$ cat config.mk
export PLATFORM = sky130hd
export DESIGN_NAME = one_wire_slot_master_top
export DESIGN_NICKNAME = d
export VERILOG_FILES = /design/src/osm_pkg.sv /design/src/osm_in_stage.sv /design/src/osm_slot_ctrl.sv /design/src/osm_buf.sv /design/src/osm_out_stage.sv /design/src/one_wire_slot_master_top.sv
export SDC_FILE = /design/constraint.sdc
export NUM_CORES = 1
export LEC_CHECK = 0
export BUFFER_PORTS_ARGS = -buffer_cell sky130_fd_sc_hd__clkbuf_2
export CORE_MARGIN = 2
export CORE_UTILIZATION = 45
export CTS_BUF_LIST = sky130_fd_sc_hd__clkbuf_8
export DETAILED_ROUTE_END_ITERATION = 16
export PLACE_DENSITY = 0.66
export SYNTH_ARGS = -nofsm -noshare
export SYNTH_HDL_FRONTEND = slang
export SYNTH_SLANG_ARGS = --single-unit
$ cat constraint.sdc
create_clock -name clk -period 7.8 [get_ports clk]
set_clock_uncertainty 0.1 [all_clocks]
set_input_delay 1.95 -clock clk [delete_from_list [all_inputs] [get_ports clk]]
set_output_delay 1.95 -clock clk [all_outputs]
set_load 0.005 [all_outputs]
$ cat src/osm_pkg.sv
//------------------------------------------------------------------------------
// osm_pkg
// Shared types and constants of the one-wire slot master.
//------------------------------------------------------------------------------
`default_nettype none

package osm_pkg;

    localparam int BUFFER_BYTES    = 16;
    localparam int BUF_AW          = $clog2(BUFFER_BYTES);
    localparam int BIT_SHIFT       = 3;
    localparam int POS_W           = $clog2(BUFFER_BYTES * 8 + 2);
    localparam int SLOT_W          = 5;
    localparam int PRESENCE_SLOT   = 9;
    localparam int LAST_RESET_SLOT = 16;

    localparam int IN_DATA_W  = 24;
    localparam int OUT_DATA_W = 16;

    typedef enum logic [1:0] {
        OP_WRITE_BUF = 2'd0,
        OP_READ_BUF  = 2'd1,
        OP_START     = 2'd2,
        OP_TICK      = 2'd3
    } op_t;

    typedef struct packed {
        op_t        op;
        logic [3:0] index;
        logic [7:0] data_byte;
        logic [4:0] write_bytes;
        logic [4:0] read_bytes;
        logic       line_level;
    } item_t;

    // Buffer access for one item.
    typedef struct packed {
        logic              wr_byte;
        logic              wr_bit;
        logic              rd;
        logic [BUF_AW-1:0] addr;
        logic [2:0]        bit_sel;
        logic [7:0]        wdata;
        logic              wbit;
    } buf_req_t;

    // Result flags; the buffer byte is merged in at the output stage.
    typedef struct packed {
        logic       drive_low;
        logic       release_fixed;
        logic       release_from_buf;
        logic [2:0] bit_sel;
        logic       high_after;
        logic       rd_valid;
        logic       busy;
        logic       present;
    } res_t;

endpackage

`default_nettype wire

$ cat src/osm_in_stage.sv
//------------------------------------------------------------------------------
// osm_in_stage
// Input register of the slot master with its stream handshake.
//------------------------------------------------------------------------------
`default_nettype none

module osm_in_stage
    import osm_pkg::*;
(
    input  wire logic                 clk,
    input  wire logic                 rst_n,
    input  wire logic                 s_axis_tvalid,
    output logic                      s_axis_tready,
    input  wire logic [IN_DATA_W-1:0] s_axis_tdata,
    input  wire logic [1:0]           s_axis_tuser,
    input  wire logic                 out_free,
    output item_t                     item,
    output logic                      item_valid
);

    logic  valid_reg;
    logic  valid_next;
    item_t item_reg;
    logic  take;
    logic  fire;

    assign fire          = valid_reg && out_free;
    assign s_axis_tready = !valid_reg || out_free;
    assign take          = s_axis_tvalid && s_axis_tready;

    always_comb
    begin
        valid_next = valid_reg;
        if (take)
        begin
            valid_next = 1'b1;
        end
        else if (fire)
        begin
            valid_next = 1'b0;
        end
    end

    always_ff @(posedge clk or negedge rst_n)
    begin
        if (!rst_n)
        begin
            valid_reg <= 1'b0;
        end
        else
        begin
            valid_reg <= valid_next;
        end
    end

    always_ff @(posedge clk)
    begin
        if (take)
        begin
            item_reg.op          <= op_t'(s_axis_tuser);
            item_reg.index       <= s_axis_tdata[3:0];
            item_reg.data_byte   <= s_axis_tdata[11:4];
            item_reg.write_bytes <= s_axis_tdata[16:12];
            item_reg.read_bytes  <= s_axis_tdata[21:17];
            item_reg.line_level  <= s_axis_tdata[22];
        end
    end

    assign item       = item_reg;
    assign item_valid = valid_reg;

endmodule

`default_nettype wire

$ cat src/osm_slot_ctrl.sv
//------------------------------------------------------------------------------
// osm_slot_ctrl
// Transaction state of the slot master: reset slots, write and read phases.
//------------------------------------------------------------------------------
`default_nettype none

module osm_slot_ctrl
    import osm_pkg::*;
(
    input  wire logic  clk,
    input  wire logic  rst_n,
    input  wire item_t item,
    input  wire logic  fire,
    output buf_req_t   buf_req,
    output res_t       res
);

    logic [SLOT_W-1:0] reset_slot_reg, reset_slot_next;
    logic              write_active_reg, write_active_next;
    logic              read_active_reg, read_active_next;
    logic              sample_pending_reg, sample_pending_next;
    logic [POS_W-1:0]  send_pos_reg, send_pos_next;
    logic [POS_W-1:0]  recv_pos_reg, recv_pos_next;
    logic [POS_W-1:0]  send_total_reg, send_total_next;
    logic [POS_W-1:0]  recv_total_reg, recv_total_next;
    logic              present_reg, present_next;

    logic [POS_W-1:0]  wb_clamped;
    logic [POS_W-1:0]  rb_clamped;
    logic [POS_W-1:0]  send_byte;
    logic [POS_W-1:0]  recv_byte;
    logic              send_in_buf;
    logic              recv_in_buf;

    always_comb
    begin
        wb_clamped = (32'(item.write_bytes) > BUFFER_BYTES) ? POS_W'(BUFFER_BYTES)
                                                            : POS_W'(item.write_bytes);
        rb_clamped = (32'(item.read_bytes) > BUFFER_BYTES) ? POS_W'(BUFFER_BYTES)
                                                           : POS_W'(item.read_bytes);
        send_byte   = send_pos_reg >> BIT_SHIFT;
        recv_byte   = recv_pos_reg >> BIT_SHIFT;
        send_in_buf = 32'(send_byte) < BUFFER_BYTES;
        recv_in_buf = 32'(recv_byte) < BUFFER_BYTES;
    end

    always_comb
    begin
        reset_slot_next     = reset_slot_reg;
        write_active_next   = write_active_reg;
        read_active_next    = read_active_reg;
        sample_pending_next = sample_pending_reg;
        send_pos_next       = send_pos_reg;
        recv_pos_next       = recv_pos_reg;
        send_total_next     = send_total_reg;
        recv_total_next     = recv_total_reg;
        present_next        = present_reg;

        buf_req             = '0;
        buf_req.addr        = BUF_AW'(item.index);
        buf_req.wdata       = item.data_byte;
        buf_req.wbit        = item.line_level;

        res                 = '0;

        case (item.op)
            OP_WRITE_BUF:
            begin
                buf_req.wr_byte = fire && (32'(item.index) < BUFFER_BYTES);
            end
            OP_READ_BUF:
            begin
                buf_req.rd   = fire && (32'(item.index) < BUFFER_BYTES);
                res.rd_valid = 32'(item.index) < BUFFER_BYTES;
            end
            OP_START:
            begin
                reset_slot_next   = SLOT_W'(1);
                send_pos_next     = '0;
                send_total_next   = POS_W'(wb_clamped << BIT_SHIFT);
                write_active_next = wb_clamped != '0;
                recv_pos_next     = '0;
                recv_total_next   = POS_W'(rb_clamped << BIT_SHIFT);
                read_active_next  = rb_clamped != '0;
            end
            OP_TICK:
            begin
                if (reset_slot_reg != '0)
                begin
                    if (32'(reset_slot_reg) < PRESENCE_SLOT)
                    begin
                        res.drive_low   = 1'b1;
                        reset_slot_next = reset_slot_reg + SLOT_W'(1);
                    end
                    else
                    begin
                        res.high_after = 1'b1;
                        if (32'(reset_slot_reg) == PRESENCE_SLOT)
                        begin
                            present_next = !item.line_level;
                            // No presence pulse: the whole transaction is dropped.
                            if (item.line_level)
                            begin
                                reset_slot_next     = '0;
                                sample_pending_next = 1'b0;
                                write_active_next   = 1'b0;
                                read_active_next    = 1'b0;
                            end
                            else
                            begin
                                reset_slot_next = reset_slot_reg + SLOT_W'(1);
                            end
                        end
                        else if (32'(reset_slot_reg) >= LAST_RESET_SLOT)
                        begin
                            reset_slot_next = '0;
                        end
                        else
                        begin
                            reset_slot_next = reset_slot_reg + SLOT_W'(1);
                        end
                    end
                end
                else
                begin
                    res.high_after = 1'b1;
                    if (write_active_reg)
                    begin
                        res.drive_low        = 1'b1;
                        res.release_from_buf = send_in_buf;
                        res.bit_sel          = send_pos_reg[2:0];
                        buf_req.rd           = fire && send_in_buf;
                        buf_req.addr         = BUF_AW'(send_byte);
                        send_pos_next        = send_pos_reg + POS_W'(1);
                        write_active_next    = send_pos_next < send_total_reg;
                    end
                    else
                    begin
                        // The sample of the previous read slot is stored first.
                        if (sample_pending_reg)
                        begin
                            buf_req.wr_bit      = fire && recv_in_buf;
                            buf_req.addr        = BUF_AW'(recv_byte);
                            buf_req.bit_sel     = recv_pos_reg[2:0];
                            recv_pos_next       = recv_pos_reg + POS_W'(1);
                            read_active_next    = recv_pos_next < recv_total_reg;
                            sample_pending_next = read_active_next;
                        end
                        if (read_active_next)
                        begin
                            res.drive_low       = 1'b1;
                            res.release_fixed   = 1'b1;
                            sample_pending_next = 1'b1;
                        end
                    end
                end
            end
            default:
            begin
                res = '0;
            end
        endcase

        res.busy    = (reset_slot_next != '0) || write_active_next || read_active_next;
        res.present = present_next;
    end

    always_ff @(posedge clk or negedge rst_n)
    begin
        if (!rst_n)
        begin
            reset_slot_reg     <= '0;
            write_active_reg   <= 1'b0;
            read_active_reg    <= 1'b0;
            sample_pending_reg <= 1'b0;
            send_pos_reg       <= '0;
            recv_pos_reg       <= '0;
            send_total_reg     <= '0;
            recv_total_reg     <= '0;
            present_reg        <= 1'b0;
        end
        else if (fire)
        begin
            reset_slot_reg     <= reset_slot_next;
            write_active_reg   <= write_active_next;
            read_active_reg    <= read_active_next;
            sample_pending_reg <= sample_pending_next;
            send_pos_reg       <= send_pos_next;
            recv_pos_reg       <= recv_pos_next;
            send_total_reg     <= send_total_next;
            recv_total_reg     <= recv_total_next;
            present_reg        <= present_next;
        end
    end

endmodule

`default_nettype wire

$ cat src/osm_buf.sv
//------------------------------------------------------------------------------
// osm_buf
// Byte buffer with byte and single-bit writes and a registered read port.
//------------------------------------------------------------------------------
`default_nettype none

module osm_buf
    import osm_pkg::*;
(
    input  wire logic     clk,
    input  wire buf_req_t req,
    output logic [7:0]    rdata
);

    logic [7:0] mem [BUFFER_BYTES];
    logic [7:0] rdata_reg;

    always_ff @(posedge clk)
    begin
        if (req.wr_byte)
        begin
            mem[req.addr] <= req.wdata;
        end
        if (req.wr_bit)
        begin
            mem[req.addr][req.bit_sel] <= req.wbit;
        end
        if (req.rd)
        begin
            rdata_reg <= mem[req.addr];
        end
    end

    assign rdata = rdata_reg;

endmodule

`default_nettype wire

$ cat src/osm_out_stage.sv
//------------------------------------------------------------------------------
// osm_out_stage
// Result register of the slot master; merges the buffer byte into the result.
//------------------------------------------------------------------------------
`default_nettype none

module osm_out_stage
    import osm_pkg::*;
(
    input  wire logic                  clk,
    input  wire logic                  rst_n,
    input  wire logic                  fire,
    input  wire res_t                  res,
    input  wire logic [7:0]            rdata,
    output logic                       out_free,
    output logic                       m_axis_tvalid,
    input  wire logic                  m_axis_tready,
    output logic [OUT_DATA_W-1:0]      m_axis_tdata
);

    logic valid_reg;
    logic valid_next;
    res_t res_reg;
    logic release_early;
    logic [7:0] read_byte;

    assign out_free = !valid_reg || m_axis_tready;

    always_comb
    begin
        valid_next = valid_reg;
        if (fire)
        begin
            valid_next = 1'b1;
        end
        else if (m_axis_tready)
        begin
            valid_next = 1'b0;
        end
    end

    always_ff @(posedge clk or negedge rst_n)
    begin
        if (!rst_n)
        begin
            valid_reg <= 1'b0;
        end
        else
        begin
            valid_reg <= valid_next;
        end
    end

    always_ff @(posedge clk)
    begin
        if (fire)
        begin
            res_reg <= res;
        end
    end

    // The buffer read data stays put while this stage holds its result.
    always_comb
    begin
        release_early = res_reg.release_fixed
                        || (res_reg.release_from_buf && rdata[res_reg.bit_sel]);
        read_byte     = res_reg.rd_valid ? rdata : 8'h00;
    end

    assign m_axis_tvalid = valid_reg;
    assign m_axis_tdata  = {3'b000, res_reg.present, res_reg.busy, read_byte,
                            res_reg.high_after, release_early, res_reg.drive_low};

endmodule

`default_nettype wire

$ cat src/one_wire_slot_master_top.sv
//------------------------------------------------------------------------------
// one_wire_slot_master_top
// One-wire bus master that plans the pin actions one time slot at a time.
//------------------------------------------------------------------------------
// The slave stream carries commands: tuser selects buffer write, buffer read,
// transaction start or slot tick, and tdata carries the operands. Every
// accepted transaction returns exactly one result transaction on the master
// stream with the pin actions for the next slot, a buffer byte, busy and
// presence. A transaction opens with sixteen reset slots (eight drive low,
// the ninth samples presence), then sends buffer bits LSB first, then runs
// read slots whose samples land in the buffer from bit 0.
// One command is taken per cycle while the receiver takes results; the input
// register, the state update with its single buffer access, and the result
// register form a two-stage path. Reset clears the transaction state and
// both stages; buffer contents are undefined until written. When the
// receiver stalls, the result register holds and the input register, if
// empty, still takes one more command before tready drops.
//------------------------------------------------------------------------------
`default_nettype none

module one_wire_slot_master_top
    import osm_pkg::*;
(
    input  wire logic                  clk,
    input  wire logic                  rst_n,
    input  wire logic                  s_axis_tvalid,
    output logic                       s_axis_tready,
    // [3:0] index, [11:4] data_byte, [16:12] write_bytes, [21:17] read_bytes,
    // [22] line_level, [23] zero
    input  wire logic [IN_DATA_W-1:0]  s_axis_tdata,
    // [1:0] op
    input  wire logic [1:0]            s_axis_tuser,
    output logic                       m_axis_tvalid,
    input  wire logic                  m_axis_tready,
    // [0] slot_drive_low, [1] slot_release_early, [2] slot_drive_high_after,
    // [10:3] read_byte, [11] busy_res, [12] device_present, [15:13] zero
    output logic [OUT_DATA_W-1:0]      m_axis_tdata
);

    item_t      item;
    logic       item_valid;
    logic       out_free;
    logic       fire;
    buf_req_t   buf_req;
    res_t       res;
    logic [7:0] rdata;

    assign fire = item_valid && out_free;

    osm_in_stage u_in (
        .clk           (clk),
        .rst_n         (rst_n),
        .s_axis_tvalid (s_axis_tvalid),
        .s_axis_tready (s_axis_tready),
        .s_axis_tdata  (s_axis_tdata),
        .s_axis_tuser  (s_axis_tuser),
        .out_free      (out_free),
        .item          (item),
        .item_valid    (item_valid)
    );

    osm_slot_ctrl u_ctrl (
        .clk     (clk),
        .rst_n   (rst_n),
        .item    (item),
        .fire    (fire),
        .buf_req (buf_req),
        .res     (res)
    );

    osm_buf u_buf (
        .clk   (clk),
        .req   (buf_req),
        .rdata (rdata)
    );

    osm_out_stage u_out (
        .clk           (clk),
        .rst_n         (rst_n),
        .fire          (fire),
        .res           (res),
        .rdata         (rdata),
        .out_free      (out_free),
        .m_axis_tvalid (m_axis_tvalid),
        .m_axis_tready (m_axis_tready),
        .m_axis_tdata  (m_axis_tdata)
    );

endmodule

`default_nettype wire

==> out/metrics.csv <==
stage,metric,value,unit
critical_path,cpMaxStageDelayCell,nand3b_1,
placed_design,hpwl,14.3,mm
yosys,synth_fa_ha_area_share,1.64,%
sta,timing.fmax,0.226,GHz
cts,cts_made_buffers,36,
cts,cts_sinks,208,
sta,timing_worst_slew_pin_value,1.17,ns
yosys,synthCells,888,
yosys,synth-seq-cells,208,
job,maxCapViolations,0,
detailed_routing,drcViolationCount,0,
cts,cts_tree,yes,
yosys,synth-main-ff-cell,edfxtp_1,
critical_path,reg2reg_slack,3.37,ns
global_route,track_usage,20.3,%
detailed_routing,drt_iter0_drc,647,
yosys,yosysSeqAreaShare,61.2,%
sta,setup-tns-final,0,ns
final_layout,syn2layout_area_growth,10.2,%
sta,period_share,56.8,%
yosys,synth_compound_area_share,11.2,%
yosys,ys_types,57,
hold_path,hold_class,flip-flop to flip-flop,
cts,postCtsHoldBufs,0,
detailed_routing,first_pass_iters,5,
cts,clockBufferDepth,3,
yosys,synth-edff-count,171,
critical_path,endpoint_kind,primary output,
die,die_h,152,um
final_layout,final_cell_count_no_fill,1225,
yosys,netlist_area,0.00991,mm2
global_route,grt_pass1_wl,37.0,mm
run_status,status,finished clean,
sta,layout_min_cycle_time,4.43,ns
cts,cts.clk_slew.worst_paths,0.05,ns
die,coreArea,0.0217,mm2
die,row_count,54,
sta,max_slew_margin,22.0,%
yosys,yosysWarnings,0,
global_route,antenna_found_initial,0,
final_layout,nNetsFinal,960,
critical_path,crit_type,input pin to primary output,
final_layout,seq_area,0.00606,mm2
yosys,postSynthAreaPerCell,11.2,um2
yosys,synth_simple_gate_area_share,19.3,%
final_layout,fillers,1948,
detailed_routing,detail_route.vias_per_cell,5.79,
critical_path,cp_common_cell,clkbuf_2,
cts,htreeDepth,2,
placed_design,placedCellCount,1159,
pwr,irDropWorstVdd,133,uV
die,start_util,45.7,%
final_layout,antenna_cells,0,
cts,ctsResizeCount,0,
sta,rsz0062_at_grt,no,
pwr,power.total,2.75,mW
final_layout,drive_above_1_share,13.2,%
sta,finalHoldViolCount,0,
yosys,synth.area.mux_share,1.82,%
pwr,powerDensity,252,mW/mm2
yosys,synthArstFlopShare,17.8,%
critical_path,path_cells,"clkbuf_2, nand3b_1, clkbuf_2",
placed_design,port_buffers,43,
detailed_routing,vias,7090,
cts,root_buffer,clkbuf_8,
die,die-area,0.0232,mm2
pwr,leakagePower,3.95,nW
critical_path,start_kind,input pin,
die,die_x,152,um
global_route,grt_max_degree,81,
final_layout,multi_input_area,0.00349,mm2
die,num_io_pins,48,
sta,setup_viol,0,
yosys,synth_top_family_by_area,simple AND/OR/NAND/NOR gates,
detailed_routing,ant_nets,0,
critical_path,required,5.75,ns
placed_design,place_area,0.0103,mm2
cts,clock_latency,0.52,ns
global_route,grt_pass1_vias,6714,
final_layout,largest_reg_flops,128,
global_route,gr-total-overflow,0,
detailed_routing,drt-wirelength-per-cell,19.4,um
critical_path,cp_data_arrival_time,2.38,ns
critical_path,crit_fanout,3,
yosys,synth_xor_xnor_area_share,0.972,%
cts,post-cts-setup-buffer-count,0,
sta,finalMaxSlewViolations,0,
critical_path,max_stage_delay,0.20,ns
placed_design,place_congestion,0.845,
final_layout,fin_area,0.0109,mm2
detailed_routing,finalWirelength,23.8,mm
[Yosys cell counts, types with 3 or more instances]
| cell | number | area (um2) |
|---|---|---|
| a211oi_1 | 34 | 255 |
| a21o_1 | 4 | 30.0 |
| a21oi_1 | 14 | 70.1 |
| a311oi_1 | 32 | 280 |
| a31oi_1 | 8 | 50.1 |
| a32o_1 | 8 | 80.1 |
| and2_1 | 16 | 100 |
| and3_1 | 39 | 244 |
| buf_1 | 6 | 22.5 |
| buf_2 | 11 | 55.1 |
| buf_4 | 9 | 67.6 |
| buf_6 | 4 | 45.0 |
| clkbuf_1 | 35 | 131 |
| dfrtp_1 | 37 | 926 |
| edfxtp_1 | 171 | 5130 |
| ha_1 | 13 | 163 |
| inv_1 | 15 | 56.3 |
| mux2_2 | 12 | 135 |
| nand2_1 | 110 | 413 |
| nand2b_1 | 12 | 75.1 |
| nand3_1 | 27 | 135 |
| nand4_1 | 3 | 18.8 |
| nor2_1 | 153 | 574 |
| nor2b_1 | 7 | 43.8 |
| nor3_1 | 6 | 30.0 |
| nor4_1 | 3 | 18.8 |
| o21a_1 | 3 | 22.5 |
| o21ai_0 | 32 | 160 |
| o21bai_1 | 3 | 22.5 |
| o31ai_1 | 3 | 22.5 |
| or3_1 | 9 | 56.3 |
| or4_1 | 10 | 75.1 |
| xnor2_1 | 5 | 43.8 |
| xor2_1 | 6 | 52.6 |
[final cells by class]
type	instances	share of cell area (%)
Timing Repair Buffer	55	2.80
Clock inverter	27	1.12
Multi-Input combinational cell	601	31.9
Tap cell	280	3.21
Inverter	15	0.516
Clock buffer	39	4.92
Sequential cell	208	55.5
[worst paths after layout]
path                                          startpoint                  endpoint  cells after the start
worst max-delay path                       m_axis_tready             s_axis_tready                      3
worst min-delay path            u_ctrl.recv_total_reg[4]  u_ctrl.recv_total_reg[4]                      2
worst max register to register  u_ctrl.reset_slot_reg[0]           u_buf.mem[1][7]                     10
worst min register to register  u_ctrl.recv_total_reg[4]  u_ctrl.recv_total_reg[4]                      2
max in group asynchronous                          rst_n    u_ctrl.recv_pos_reg[0]                      1
min in group asynchronous                          rst_n  u_ctrl.reset_slot_reg[0]                      1
[stage by stage]
stage | hold slack, ns | setup slack (ns) | util [%]
2_1_floorplan | 0.350 | 3.63 | -
5_1_grt | 0.408 | 3.20 | 50.3
6_report | 0.382 | 3.37 | 50.3
3_3_place_gp | 0.369 | 3.41 | 47.3
3_5_place_dp | 0.373 | 3.38 | 47.3
4_1_cts | 0.386 | 3.38 | 50.3
[layout by cell type (no fill, tap or decap), types with 9 or more instances in the layout]
cell type	n
nor2_1	153
nand2_1	110
o21ai_0	32
a21oi_1	14
a211oi_1	34
mux2_2	12
and2_1	15
dfrtp_1	37
a311oi_1	32
ha_1	13
nand3_1	27
or3_1	9
and3_1	39
buf_4	12
nand2b_1	12
clkinv_1	10
clkbuf_2	43
clkbuf_8	39
or4_1	10
inv_1	24
edfxtp_1	171
[critical path, delay by kind of cell]
kind          cells  cell delay, ns
buf+inv           2            0.23
simple gates      1            0.20
[logic make-up (layout without fill, tap and decap cells)]
family / count (synthesis) / after routing
fa+ha+maj: 13 / 13
simple gates: 406 / 406
other cells: 1 / 3
flops: 208 / 208
xor+xnor: 11 / 11
compound gates: 154 / 154
buf+inv: 81 / 136
mux: 14 / 14
[routing by layer]
| metal | vias to the layer above | track usage, % | wire [um] |
|---|---|---|---|
| li1 | 3316 | - | - |
| met1 | 3448 | 28.1 | 10400 |
| met2 | 274 | 32.2 | 11100 |
| met3 | 52 | 3.56 | 1620 |
| met4 | 0 | 7.52 | 698 |
| met5 | - | 0 | 0 |
[power by group]
part           total [mW]  internal, mW  switching (mW)
Combinational       0.526         0.165           0.360
Clock               0.913         0.467           0.446
Sequential           1.31          1.26          0.0503
Total                2.75          1.90           0.857
Power figures use the tool's default switching activity.
